==> config.mk <==
export PLATFORM = sky130hd
export DESIGN_NAME = quaternion_pitch_yaw_unwrap_core
export DESIGN_NICKNAME = d
export VERILOG_FILES = /design/src/hdl/qpyu_pkg.sv /design/src/hdl/qpyu_isqrt.sv /design/src/hdl/qpyu_cordic.sv /design/src/hdl/quaternion_pitch_yaw_unwrap_core.sv
export SDC_FILE = /design/constraint.sdc
export NUM_CORES = 2
export LEC_CHECK = 0
export ABC_AREA = 1
export BUFFER_PORTS_ARGS = -buffer_cell sky130_fd_sc_hd__buf_2
export CAP_MARGIN = 20
export CORE_ASPECT_RATIO = 1.2
export CORE_MARGIN = 4
export CORE_UTILIZATION = 40
export DETAILED_ROUTE_END_ITERATION = 6
export PLACE_DENSITY = 0.65
export SLEW_MARGIN = 20
export SYNTH_ARGS = -nofsm -noshare
export SYNTH_HDL_FRONTEND = slang
export SYNTH_SLANG_ARGS = --single-unit
==> constraint.sdc <==
create_clock -name clock -period 9.6 [get_ports clock]
set_input_delay 0.96 -clock clock [delete_from_list [all_inputs] [get_ports clock]]
set_output_delay 0.96 -clock clock [all_outputs]
set_load 0.1 [all_outputs]
==> src/hdl/qpyu_pkg.sv <==
// package with word types, sequencer states, constants and the arctangent table
`timescale 1ns / 1ps
package qpyu_pkg;

   typedef struct packed {
      logic signed [15:0] quat_x;
      logic signed [15:0] quat_y;
      logic signed [15:0] quat_z;
      logic signed [15:0] quat_w;
   } req_word_type;

   typedef struct packed {
      logic signed [14:0] pitch_rad;
      logic signed [31:0] yaw_continuous;
      logic               pitch_clamped;
   } rsp_word_type;

   typedef enum logic [3:0] {
      ST_IDLE,
      ST_MUL,
      ST_SQ,
      ST_SQRT_WAIT,
      ST_PITCH_GO,
      ST_PITCH_WAIT,
      ST_YAW_GO,
      ST_YAW_WAIT,
      ST_ACC,
      ST_OUT
   } state_type;

   localparam int TERM_W = 36;   // sums of products, Q.28
   localparam int ANG_W  = 28;   // cordic angle, 2^-24 rad
   localparam int CRD_W  = 38;   // cordic x / y datapath
   localparam int MUL_W  = 30;   // multiplier operand width
   localparam int RAD_W  = 57;   // square root radicand

   localparam logic signed [ANG_W-1:0] HALF_PI_A24 = 28'sd26353589;
   localparam logic signed [14:0] HALF_PI_Q13 = 15'sd12868;
   localparam logic signed [17:0] THREE_Q13   = 18'sd24576;
   localparam logic signed [17:0] TWO_PI_Q13  = 18'sd51472;
   localparam logic signed [TERM_W-1:0] ONE_Q28 = 36'sd268435456;

   function automatic logic [ANG_W-1:0] atan_entry(input logic [4:0] idx);
      logic [ANG_W-1:0] v;
      case (idx)
         5'd0:    v = 28'd13176795;
         5'd1:    v = 28'd7778716;
         5'd2:    v = 28'd4110060;
         5'd3:    v = 28'd2086331;
         5'd4:    v = 28'd1047214;
         5'd5:    v = 28'd524117;
         5'd6:    v = 28'd262123;
         5'd7:    v = 28'd131069;
         5'd8:    v = 28'd65536;
         5'd9:    v = 28'd32768;
         5'd10:   v = 28'd16384;
         5'd11:   v = 28'd8192;
         5'd12:   v = 28'd4096;
         5'd13:   v = 28'd2048;
         5'd14:   v = 28'd1024;
         5'd15:   v = 28'd512;
         5'd16:   v = 28'd256;
         5'd17:   v = 28'd128;
         5'd18:   v = 28'd64;
         5'd19:   v = 28'd32;
         5'd20:   v = 28'd16;
         5'd21:   v = 28'd8;
         5'd22:   v = 28'd4;
         5'd23:   v = 28'd2;
         default: v = '0;
      endcase
      return v;
   endfunction

endpackage

==> src/hdl/qpyu_isqrt.sv <==
// bit-pair serial floor square root of the cosine radicand
`timescale 1ns / 1ps
module qpyu_isqrt
   import qpyu_pkg::*;
(
   input  logic             clock,
   input  logic             reset,
   input  logic             start,
   input  logic [RAD_W-1:0] radicand,
   output logic             done,
   output logic [28:0]      root
);

   logic [RAD_W-1:0] n_ff, n_in;
   logic [RAD_W:0]   r_ff, r_in;
   logic [RAD_W-1:0] bit_ff, bit_in;
   logic             busy_ff, busy_in;
   logic             done_ff, done_in;
   logic [RAD_W:0]   trial;

   assign trial = r_ff + {1'b0, bit_ff};

   always_comb begin
      n_in    = n_ff;
      r_in    = r_ff;
      bit_in  = bit_ff;
      busy_in = busy_ff;
      done_in = 1'b0;
      if (start) begin
         n_in    = radicand;
         r_in    = '0;
         bit_in  = {1'b1, {(RAD_W-1){1'b0}}};
         busy_in = 1'b1;
      end else if (busy_ff) begin
         if ({1'b0, n_ff} >= trial) begin
            n_in = n_ff - trial[RAD_W-1:0];
            r_in = (r_ff >> 1) + {1'b0, bit_ff};
         end else begin
            r_in = r_ff >> 1;
         end
         bit_in = bit_ff >> 2;
         if (bit_ff[0]) begin
            busy_in = 1'b0;
            done_in = 1'b1;
         end
      end
   end

   always_ff @(posedge clock) begin
      n_ff   <= n_in;
      r_ff   <= r_in;
      bit_ff <= bit_in;
      if (reset) begin
         busy_ff <= 1'b0;
         done_ff <= 1'b0;
      end else begin
         busy_ff <= busy_in;
         done_ff <= done_in;
      end
   end

   assign done = done_ff;
   assign root = r_ff[28:0];

endmodule

==> src/hdl/qpyu_cordic.sv <==
// iterative vectoring cordic, atan2 rounded to q3.13
`timescale 1ns / 1ps
module qpyu_cordic
   import qpyu_pkg::*;
#(
   parameter int STEPS = 16
) (
   input  logic                     clock,
   input  logic                     reset,
   input  logic                     start,
   input  logic signed [TERM_W-1:0] y_in,
   input  logic signed [TERM_W-1:0] x_in,
   output logic                     done,
   output logic signed [15:0]       angle
);

   localparam int IW = $clog2(STEPS);

   logic signed [CRD_W-1:0] x_ff, x_in_r, y_ff, y_in_r;
   logic signed [ANG_W-1:0] ang_ff, ang_in;
   logic [IW-1:0]           i_ff, i_in;
   logic                    busy_ff, busy_in;
   logic                    done_ff, done_in;
   logic signed [CRD_W-1:0] xe, ye, xs, ys;
   logic [ANG_W-1:0]        tab;
   logic signed [ANG_W-1:0] rnd;

   assign xe  = CRD_W'(x_in);
   assign ye  = CRD_W'(y_in);
   assign xs  = x_ff >>> i_ff;
   assign ys  = y_ff >>> i_ff;
   assign tab = atan_entry(5'(i_ff));

   always_comb begin
      x_in_r  = x_ff;
      y_in_r  = y_ff;
      ang_in  = ang_ff;
      i_in    = i_ff;
      busy_in = busy_ff;
      done_in = 1'b0;
      if (start) begin
         i_in    = '0;
         busy_in = 1'b1;
         if (xe < 0) begin
            if (ye >= 0) begin
               x_in_r = ye;
               y_in_r = -xe;
               ang_in = HALF_PI_A24;
            end else begin
               x_in_r = -ye;
               y_in_r = xe;
               ang_in = -HALF_PI_A24;
            end
         end else begin
            x_in_r = xe;
            y_in_r = ye;
            ang_in = '0;
         end
      end else if (busy_ff) begin
         if (y_ff > 0) begin
            x_in_r = x_ff + ys;
            y_in_r = y_ff - xs;
            ang_in = ang_ff + $signed(tab);
         end else if (y_ff < 0) begin
            x_in_r = x_ff - ys;
            y_in_r = y_ff + xs;
            ang_in = ang_ff - $signed(tab);
         end
         i_in = i_ff + 1'b1;
         if (i_ff == IW'(STEPS - 1)) begin
            busy_in = 1'b0;
            done_in = 1'b1;
         end
      end
   end

   always_ff @(posedge clock) begin
      x_ff   <= x_in_r;
      y_ff   <= y_in_r;
      ang_ff <= ang_in;
      i_ff   <= i_in;
      if (reset) begin
         busy_ff <= 1'b0;
         done_ff <= 1'b0;
      end else begin
         busy_ff <= busy_in;
         done_ff <= done_in;
      end
   end

   assign rnd   = ang_ff + 28'sd1024;
   assign done  = done_ff;
   assign angle = rnd[26:11];

endmodule

==> src/hdl/quaternion_pitch_yaw_unwrap_core.sv <==
// top level: quaternion to pitch and unwrapped continuous yaw
`timescale 1ns / 1ps
// one word in gives pitch = asin(2(wy - zx)) and yaw = atan2(2(wz + xy), 1 - 2(y^2 + z^2)),
// in radians, pitch q2.13 and yaw q3.13; the yaw step is unwrapped by 2pi beyond +-3 rad
// and summed into a saturating 32-bit accumulator reported as yaw_continuous. a single
// 30x30 multiplier forms the six quaternion products and s*s, a bit-pair square root
// (29 iterations) gives the pitch cosine, and one shared vectoring cordic runs atan2 twice
// for an unclamped word and once for a clamped one (each a start, CORDIC_STEPS iterations
// and a done step). a new word is taken only after the result is registered, which waits on
// rsp_ready while an earlier one is pending; req_ready is high only between words. with
// the enable register clear, accepted words are dropped without result or state change.
module quaternion_pitch_yaw_unwrap_core
   import qpyu_pkg::*;
#(
   parameter int CORDIC_STEPS = 16
) (
   input  logic         clock,
   input  logic         reset,
   input  logic         csr_wr_en,
   input  logic         csr_wr_data,
   input  logic         req_valid,
   output logic         req_ready,
   input  req_word_type req_data,
   output logic         rsp_valid,
   input  logic         rsp_ready,
   output rsp_word_type rsp_data
);

   state_type state_ff, state_in;

   // control
   logic                     enable_ff;
   logic [2:0]               cnt_ff, cnt_in;
   logic                     rsp_valid_ff, rsp_valid_in;
   rsp_word_type             rsp_ff, rsp_in;

   // captured word and arithmetic
   req_word_type             q_ff, q_in;
   logic signed [MUL_W-1:0]  mul_a, mul_b;
   logic signed [2*MUL_W-1:0] p_ff;
   logic signed [TERM_W-1:0] acc_s_ff, acc_s_in;   // wy - zx
   logic signed [TERM_W-1:0] acc_y_ff, acc_y_in;   // wz + xy
   logic signed [TERM_W-1:0] acc_c_ff, acc_c_in;   // y^2 + z^2
   logic signed [TERM_W-1:0] s_term, sy_term, cy_term, p_term;
   logic                     clamp;

   // results and state
   logic signed [14:0]       pitch_ff, pitch_in;
   logic                     clamped_ff, clamped_in;
   logic signed [15:0]       yaw_ff, yaw_in;
   logic signed [15:0]       prev_ff, prev_in;
   logic signed [31:0]       acc_ff, acc_in;
   logic signed [17:0]       dyaw_raw, dyaw_a, dyaw;
   logic signed [33:0]       acc_sum;

   // shared units
   logic                     sqrt_start, sqrt_done;
   logic [RAD_W-1:0]         radicand;
   logic [28:0]              root;
   logic                     crd_start, crd_done;
   logic signed [TERM_W-1:0] crd_y, crd_x;
   logic signed [15:0]       crd_angle;

   assign s_term  = acc_s_ff <<< 1;
   assign sy_term = acc_y_ff <<< 1;
   assign cy_term = ONE_Q28 - (acc_c_ff <<< 1);
   assign p_term  = TERM_W'(p_ff);
   assign clamp   = (s_term >= ONE_Q28) || (s_term <= -ONE_Q28);

   // one multiplier, product registered every cycle
   always_comb begin
      mul_a = '0;
      mul_b = '0;
      if (state_ff == ST_MUL) begin
         case (cnt_ff)
            3'd0: begin mul_a = MUL_W'(q_ff.quat_w); mul_b = MUL_W'(q_ff.quat_y); end
            3'd1: begin mul_a = MUL_W'(q_ff.quat_z); mul_b = MUL_W'(q_ff.quat_x); end
            3'd2: begin mul_a = MUL_W'(q_ff.quat_w); mul_b = MUL_W'(q_ff.quat_z); end
            3'd3: begin mul_a = MUL_W'(q_ff.quat_x); mul_b = MUL_W'(q_ff.quat_y); end
            3'd4: begin mul_a = MUL_W'(q_ff.quat_y); mul_b = MUL_W'(q_ff.quat_y); end
            3'd5: begin mul_a = MUL_W'(q_ff.quat_z); mul_b = MUL_W'(q_ff.quat_z); end
            default: begin mul_a = '0; mul_b = '0; end
         endcase
      end else if (state_ff == ST_SQ) begin
         // unless clamped, |s| < 1.0 here, so it fits the operand width
         mul_a = MUL_W'(s_term);
         mul_b = MUL_W'(s_term);
      end
   end

   // radicand 2^56 - s*s
   assign radicand   = {1'b1, {(RAD_W-1){1'b0}}} - RAD_W'(p_ff);
   assign sqrt_start = (state_ff == ST_SQ) && (cnt_ff == 3'd1);

   assign crd_start = (state_ff == ST_PITCH_GO) || (state_ff == ST_YAW_GO);
   assign crd_y     = (state_ff == ST_PITCH_GO) ? s_term : sy_term;
   assign crd_x     = (state_ff == ST_PITCH_GO) ? TERM_W'({1'b0, root}) : cy_term;

   // unwrap and saturating accumulate
   assign dyaw_raw = 18'(yaw_ff) - 18'(prev_ff);
   assign dyaw_a   = (dyaw_raw > THREE_Q13) ? dyaw_raw - TWO_PI_Q13 : dyaw_raw;
   assign dyaw     = (dyaw_a < -THREE_Q13) ? dyaw_a + TWO_PI_Q13 : dyaw_a;
   assign acc_sum  = 34'(acc_ff) + 34'(dyaw);

   // next state
   always_comb begin
      state_in = state_ff;
      case (state_ff)
         ST_IDLE:       if (req_valid && enable_ff) state_in = ST_MUL;
         ST_MUL:        if (cnt_ff == 3'd6) state_in = ST_SQ;
         ST_SQ:         if (clamp) state_in = ST_YAW_GO;
                        else if (cnt_ff == 3'd1) state_in = ST_SQRT_WAIT;
         ST_SQRT_WAIT:  if (sqrt_done) state_in = ST_PITCH_GO;
         ST_PITCH_GO:   state_in = ST_PITCH_WAIT;
         ST_PITCH_WAIT: if (crd_done) state_in = ST_YAW_GO;
         ST_YAW_GO:     state_in = ST_YAW_WAIT;
         ST_YAW_WAIT:   if (crd_done) state_in = ST_ACC;
         ST_ACC:        state_in = ST_OUT;
         ST_OUT:        if (!rsp_valid_ff || rsp_ready) state_in = ST_IDLE;
         default:       state_in = ST_IDLE;
      endcase
   end

   // datapath and outputs
   always_comb begin
      cnt_in       = cnt_ff;
      q_in         = q_ff;
      acc_s_in     = acc_s_ff;
      acc_y_in     = acc_y_ff;
      acc_c_in     = acc_c_ff;
      pitch_in     = pitch_ff;
      clamped_in   = clamped_ff;
      yaw_in       = yaw_ff;
      prev_in      = prev_ff;
      acc_in       = acc_ff;
      rsp_in       = rsp_ff;
      rsp_valid_in = rsp_valid_ff && !rsp_ready;
      case (state_ff)
         ST_IDLE: begin
            q_in   = req_data;
            cnt_in = '0;
         end
         ST_MUL: begin
            cnt_in = (cnt_ff == 3'd6) ? 3'd0 : cnt_ff + 3'd1;
            case (cnt_ff)
               3'd1: acc_s_in = p_term;
               3'd2: acc_s_in = acc_s_ff - p_term;
               3'd3: acc_y_in = p_term;
               3'd4: acc_y_in = acc_y_ff + p_term;
               3'd5: acc_c_in = p_term;
               3'd6: acc_c_in = acc_c_ff + p_term;
               default: ;
            endcase
         end
         ST_SQ: begin
            cnt_in     = cnt_ff + 3'd1;
            clamped_in = clamp;
            if (clamp) pitch_in = s_term[TERM_W-1] ? -HALF_PI_Q13 : HALF_PI_Q13;
         end
         ST_PITCH_WAIT: if (crd_done) pitch_in = crd_angle[14:0];
         ST_YAW_WAIT:   if (crd_done) yaw_in = crd_angle;
         ST_ACC: begin
            prev_in = yaw_ff;
            if (acc_sum > 34'sd2147483647)       acc_in = 32'sh7FFFFFFF;
            else if (acc_sum < -34'sd2147483648) acc_in = 32'sh80000000;
            else                                 acc_in = acc_sum[31:0];
         end
         ST_OUT: begin
            if (!rsp_valid_ff || rsp_ready) begin
               rsp_valid_in          = 1'b1;
               rsp_in.pitch_rad      = pitch_ff;
               rsp_in.yaw_continuous = acc_ff;
               rsp_in.pitch_clamped  = clamped_ff;
            end
         end
         default: ;
      endcase
   end

   always_ff @(posedge clock) begin
      q_ff       <= q_in;
      p_ff       <= mul_a * mul_b;
      acc_s_ff   <= acc_s_in;
      acc_y_ff   <= acc_y_in;
      acc_c_ff   <= acc_c_in;
      pitch_ff   <= pitch_in;
      clamped_ff <= clamped_in;
      yaw_ff     <= yaw_in;
      rsp_ff     <= rsp_in;
      cnt_ff     <= cnt_in;
      if (reset) begin
         state_ff     <= ST_IDLE;
         enable_ff    <= 1'b0;
         rsp_valid_ff <= 1'b0;
         prev_ff      <= '0;
         acc_ff       <= '0;
      end else begin
         state_ff     <= state_in;
         rsp_valid_ff <= rsp_valid_in;
         prev_ff      <= prev_in;
         acc_ff       <= acc_in;
         if (csr_wr_en) enable_ff <= csr_wr_data;
      end
   end

   qpyu_isqrt u_isqrt (
      .clock    (clock),
      .reset    (reset),
      .start    (sqrt_start),
      .radicand (radicand),
      .done     (sqrt_done),
      .root     (root)
   );

   qpyu_cordic #(
      .STEPS (CORDIC_STEPS)
   ) u_cordic (
      .clock (clock),
      .reset (reset),
      .start (crd_start),
      .y_in  (crd_y),
      .x_in  (crd_x),
      .done  (crd_done),
      .angle (crd_angle)
   );

   assign req_ready = (state_ff == ST_IDLE);
   assign rsp_valid = rsp_valid_ff;
   assign rsp_data  = rsp_ff;

   // a clamped pitch is exactly plus or minus pi/2
   a_clamp_value: assert property (@(posedge clock) disable iff (reset)
      rsp_valid && rsp_data.pitch_clamped |->
         (rsp_data.pitch_rad == HALF_PI_Q13) || (rsp_data.pitch_rad == -HALF_PI_Q13))
      else $error("clamped pitch not at pi/2");

   // pitch never leaves +-pi/2
   a_pitch_range: assert property (@(posedge clock) disable iff (reset)
      rsp_valid |-> (rsp_data.pitch_rad <= HALF_PI_Q13) &&
                    (rsp_data.pitch_rad >= -HALF_PI_Q13))
      else $error("pitch out of range");

   // yaw state moves only in the accumulate step
   a_state_hold: assert property (@(posedge clock) disable iff (reset)
      (state_ff != ST_ACC) |=> $stable(prev_ff) && $stable(acc_ff))
      else $error("yaw state changed outside accumulate");

endmodule
==> impl_metrics.xml <==
<?xml version="1.0" encoding="UTF-8"?>
<metrics>
  <group name="run_status">
    <metric name="run_status" unit="">completed</metric>
  </group>
  <group name="timing">
    <metric name="fin_skew" unit="ns">0.05036</metric>
    <metric name="hold_violations" unit="">0</metric>
    <metric name="period_share" unit="%">96.40</metric>
    <metric name="period_needed" unit="ns">9.254</metric>
    <metric name="setup_violations" unit="">0</metric>
    <metric name="timing.final.max_slew_violations" unit="">0</metric>
    <metric name="timing_worst_slew_pin_value" unit="ns">1.136</metric>
    <metric name="setup_tns" unit="ns">0</metric>
    <metric name="fmax" unit="MHz">108.1</metric>
    <metric name="slew_headroom" unit="%">23.44</metric>
  </group>
  <group name="clock_network">
    <metric name="cts_hold_buf" unit="">0</metric>
    <metric name="cts-root-buf" unit="">clkbuf_16</metric>
    <metric name="cts_made_buffers" unit="">72</metric>
    <metric name="cts_num_sinks" unit="">641</metric>
    <metric name="clock_tree.htree_level_count" unit="">3</metric>
    <metric name="cts_buffer_depth" unit="">3</metric>
    <metric name="clk_pin_slew" unit="ns">0.07</metric>
    <metric name="tritoncts" unit="">done</metric>
    <metric name="insertion_delay" unit="ns">0.71</metric>
  </group>
  <group name="synth">
    <metric name="postSynth.topFlopCell" unit="">edfxtp_1</metric>
    <metric name="synth_top_area_cell" unit="">fa_1</metric>
    <metric name="synth.cells.most_frequent" unit="">nand2_1, inv_1, nor2_1</metric>
    <metric name="postSynthNetCount" unit="">13770</metric>
    <metric name="mappedNetlistArea" unit="um^2">89580</metric>
    <metric name="synthCells" unit="">12210</metric>
    <metric name="netlist.area_leader.share" unit="%">20.90</metric>
    <metric name="postSynth.asyncResetShare" unit="%">0</metric>
    <metric name="postSynthRegisterBits" unit="">641</metric>
    <metric name="yosys.cell_count.top_type" unit="">nand2_1</metric>
    <metric name="yosys_warnings" unit="">0</metric>
    <metric name="seq_area_frac_synth" unit="%">18.93</metric>
    <metric name="synth.top_cells.by_area" unit="">fa_1, edfxtp_1, nand2_1</metric>
    <metric name="synth_cell_types" unit="">85</metric>
    <metric name="post_synth_edffs" unit="">412</metric>
    <metric name="syn-mean-instance-area" unit="um^2">7.339</metric>
  </group>
  <group name="routing">
    <metric name="detail-route-antenna-nets" unit="">0</metric>
    <metric name="detail_route.wirelength" unit="um">326000</metric>
    <metric name="route.detailed.wl_per_inst" unit="um">21.24</metric>
    <metric name="detailroute.via_count" unit="">82620</metric>
    <metric name="firstDrtPassIters" unit="">6</metric>
    <metric name="detailedRoute.firstIterationViolations" unit="">6827</metric>
    <metric name="post_drt_via_cell_ratio" unit="">5.384</metric>
    <metric name="drc_violation_count_after_routing" unit="">0</metric>
  </group>
  <group name="flow_run">
    <metric name="timing.max_cap.violations" unit="">0</metric>
  </group>
  <group name="layout">
    <metric name="fillerInstances" unit="">23010</metric>
    <metric name="fin_cells" unit="">15350</metric>
    <metric name="layout-drive-gt1-share" unit="%">6.517</metric>
    <metric name="design.final.nets" unit="">13880</metric>
    <metric name="flow.area_growth_from_synthesis" unit="%">8.582</metric>
    <metric name="layout.core_utilization" unit="%">43.62</metric>
  </group>
  <group name="setup_path">
    <metric name="crit_path_top_delay_cell" unit="">fa_1</metric>
    <metric name="cp_slowest_stage_delay" unit="ns">0.57</metric>
    <metric name="critical_path.max_fanout" unit="">16</metric>
    <metric name="setup.worst_path.end_class" unit="">register</metric>
    <metric name="criticalPathCategory" unit="">reg2reg</metric>
    <metric name="cp_data_arrival_time" unit="ns">9.82</metric>
    <metric name="critPathLaunchType" unit="">register</metric>
    <metric name="worst_ep_required_time" unit="ns">10.16</metric>
    <metric name="crit_path_frequent_cell" unit="">inv_1</metric>
  </group>
  <group name="die">
    <metric name="fp.dieW" unit="um">440.0</metric>
    <metric name="top_level_ports" unit="">120</metric>
    <metric name="std_cell_rows" unit="">190</metric>
    <metric name="dieHeight" unit="um">526.4</metric>
    <metric name="design.die.area" unit="um^2">231600</metric>
    <metric name="fp.coreArea" unit="um^2">223000</metric>
    <metric name="initial_core_utilization" unit="%">40.17</metric>
  </group>
  <group name="place">
    <metric name="gp_congestion" unit="">1.019</metric>
    <metric name="dp_hpwl" unit="um">266600</metric>
    <metric name="number_of_i_o_port_buffers" unit="">119</metric>
    <metric name="placed_cells" unit="">15200</metric>
  </group>
  <group name="grt">
    <metric name="global_route_usage_over_all_layers" unit="%">27.56</metric>
    <metric name="wire_length_of_the_first_global_routing_pass" unit="um">490500</metric>
    <metric name="grt_pass1_vias" unit="">82320</metric>
    <metric name="maximum_number_of_pins_on_one_net_before_global_route_repair" unit="">77</metric>
    <metric name="grt_overflow" unit="">0</metric>
    <metric name="antenna_found_initial" unit="">15</metric>
  </group>
  <group name="worst_hold_path">
    <metric name="holdCritPathClass" unit="">reg2reg</metric>
  </group>
</metrics>
==> worst paths after layout <==
check,endpoint,startpoint,depth (start not counted),slack [ns]
max,p_ff[55],cnt_ff[0],40,0.35
min,rsp_data[41],pitch_ff[8],0,0.42
max reg2reg,p_ff[55],cnt_ff[0],40,0.35
min reg2reg,rsp_data[41],pitch_ff[8],0,0.42
==> cell usage in the layout (no fill, tap or decap), types with 15 or more instances in the layout <==
cell,count
xnor2_1,200
nor4_1,70
a21boi_0,15
o21bai_1,25
nor3_1,75
o21a_1,22
o221ai_1,30
xor2_1,302
o211ai_1,49
nand2_2,24
o21ai_2,29
o21ai_1,176
inv_1,2182
o22ai_1,36
o21ai_0,744
nand3_1,459
inv_2,40
buf_2,119
ha_1,561
or2_2,73
fa_1,934
edfxtp_1,412
clkbuf_16,74
a221oi_1,21
or2_1,17
dfxtp_1,224
nor2_1,1086
buf_4,254
o31ai_1,28
a21o_1,47
nand2_1,2723
a31oi_1,84
clkinv_1,17
mux2i_1,69
nor2_2,24
a21oi_1,723
nand4_1,112
nand3b_1,21
==> state kept, by name (all words and copies together), names as in the netlist, 3 cells and up <==
signal,cells
q_ff,64
u_isqrt.r_ff,58
p_ff,57
u_isqrt.n_ff,57
rsp_data,48
u_cordic.x_ff,38
u_cordic.y_ff,38
acc_c_ff,35
acc_s_ff,35
acc_y_ff,35
acc_ff,32
u_isqrt.bit_ff,29
u_cordic.ang_ff,27
u_cordic.tab,23
prev_ff,16
yaw_ff,16
pitch_ff,15
state_ff,4
u_cordic.i_ff,4
cnt_ff,3
==> per-layer routing <==
layer / GRT usage [%] / share of wire (%)
met1: 32.71 / 38
met2: 46.54 / 47
met3: 4.104 / 7.1
met4: 17.61 / 7.8
met5: 0 / 0.025
==> critical path: cells and delay by family (launching register included) <==
| family | cells | cell delay [ns] |
|---|---|---|
| adders and majority gates | 11 | 5.02 |
| buffers and inverters | 13 | 1.38 |
| and+or+nand+nor | 8 | 1.05 |
| AOI/OAI and AO/OA | 7 | 1.04 |
| DFF | 1 | 0.47 |
| xor gates and xnor gates | 1 | 0.14 |
==> per-stage QoR <==
step                      area (um^2)  hold WS [ns]  worst slack, ns
final                           97260        0.4206           0.3455
after global routing            97260        0.4244         -0.01614
after CTS                       97030        0.4020           0.1001
after detailed placement        94510        0.4074         -0.07520
after global placement          94510        0.4042         -0.04774
after floorplan                 89580        0.4003           0.8542
==> area by class of cell <==
type / instances / area (um^2) / share of cell area [%]
tap: 2976 / 3724 / 3.828
clock buffer: 88 / 1944 / 1.999
multi-input combinational: 8955 / 62830 / 64.60
timing repair buffer: 389 / 2785 / 2.864
sequential: 641 / 16970 / 17.44
inverter: 2249 / 8474 / 8.713
clock inverter: 45 / 530.5 / 0.5454
antenna: 3 / 7.507 / 0.007718
==> logic make-up (layout without fill, tap and decap cells) <==
kind of cell,Yosys count,after routing,share of synthesized area (%)
muxes,73,73,0.8423
xor gates and xnor gates,505,505,4.988
DFF,641,641,18.93
buffers and inverters,2610,2771,11.26
adders and majority gates,1497,1497,28.75
and+or+nand+nor,4747,4747,21.96
other,0,3,0
AOI/OAI and AO/OA,2133,2133,13.28
==> timing repair <==
action                                  in CTS  in global routing
pin swaps                                    0                  2
resized for setup                            5                 47
buffers inserted                             4                  5
cloned                                       0                  0
endpoints found under the setup margin       3                 24
endpoints found under the hold margin        0                  0
Power is left out: the tool's default activity adds up to more than one toggle a clock period on the data nets, which glitch-free logic cannot reach.
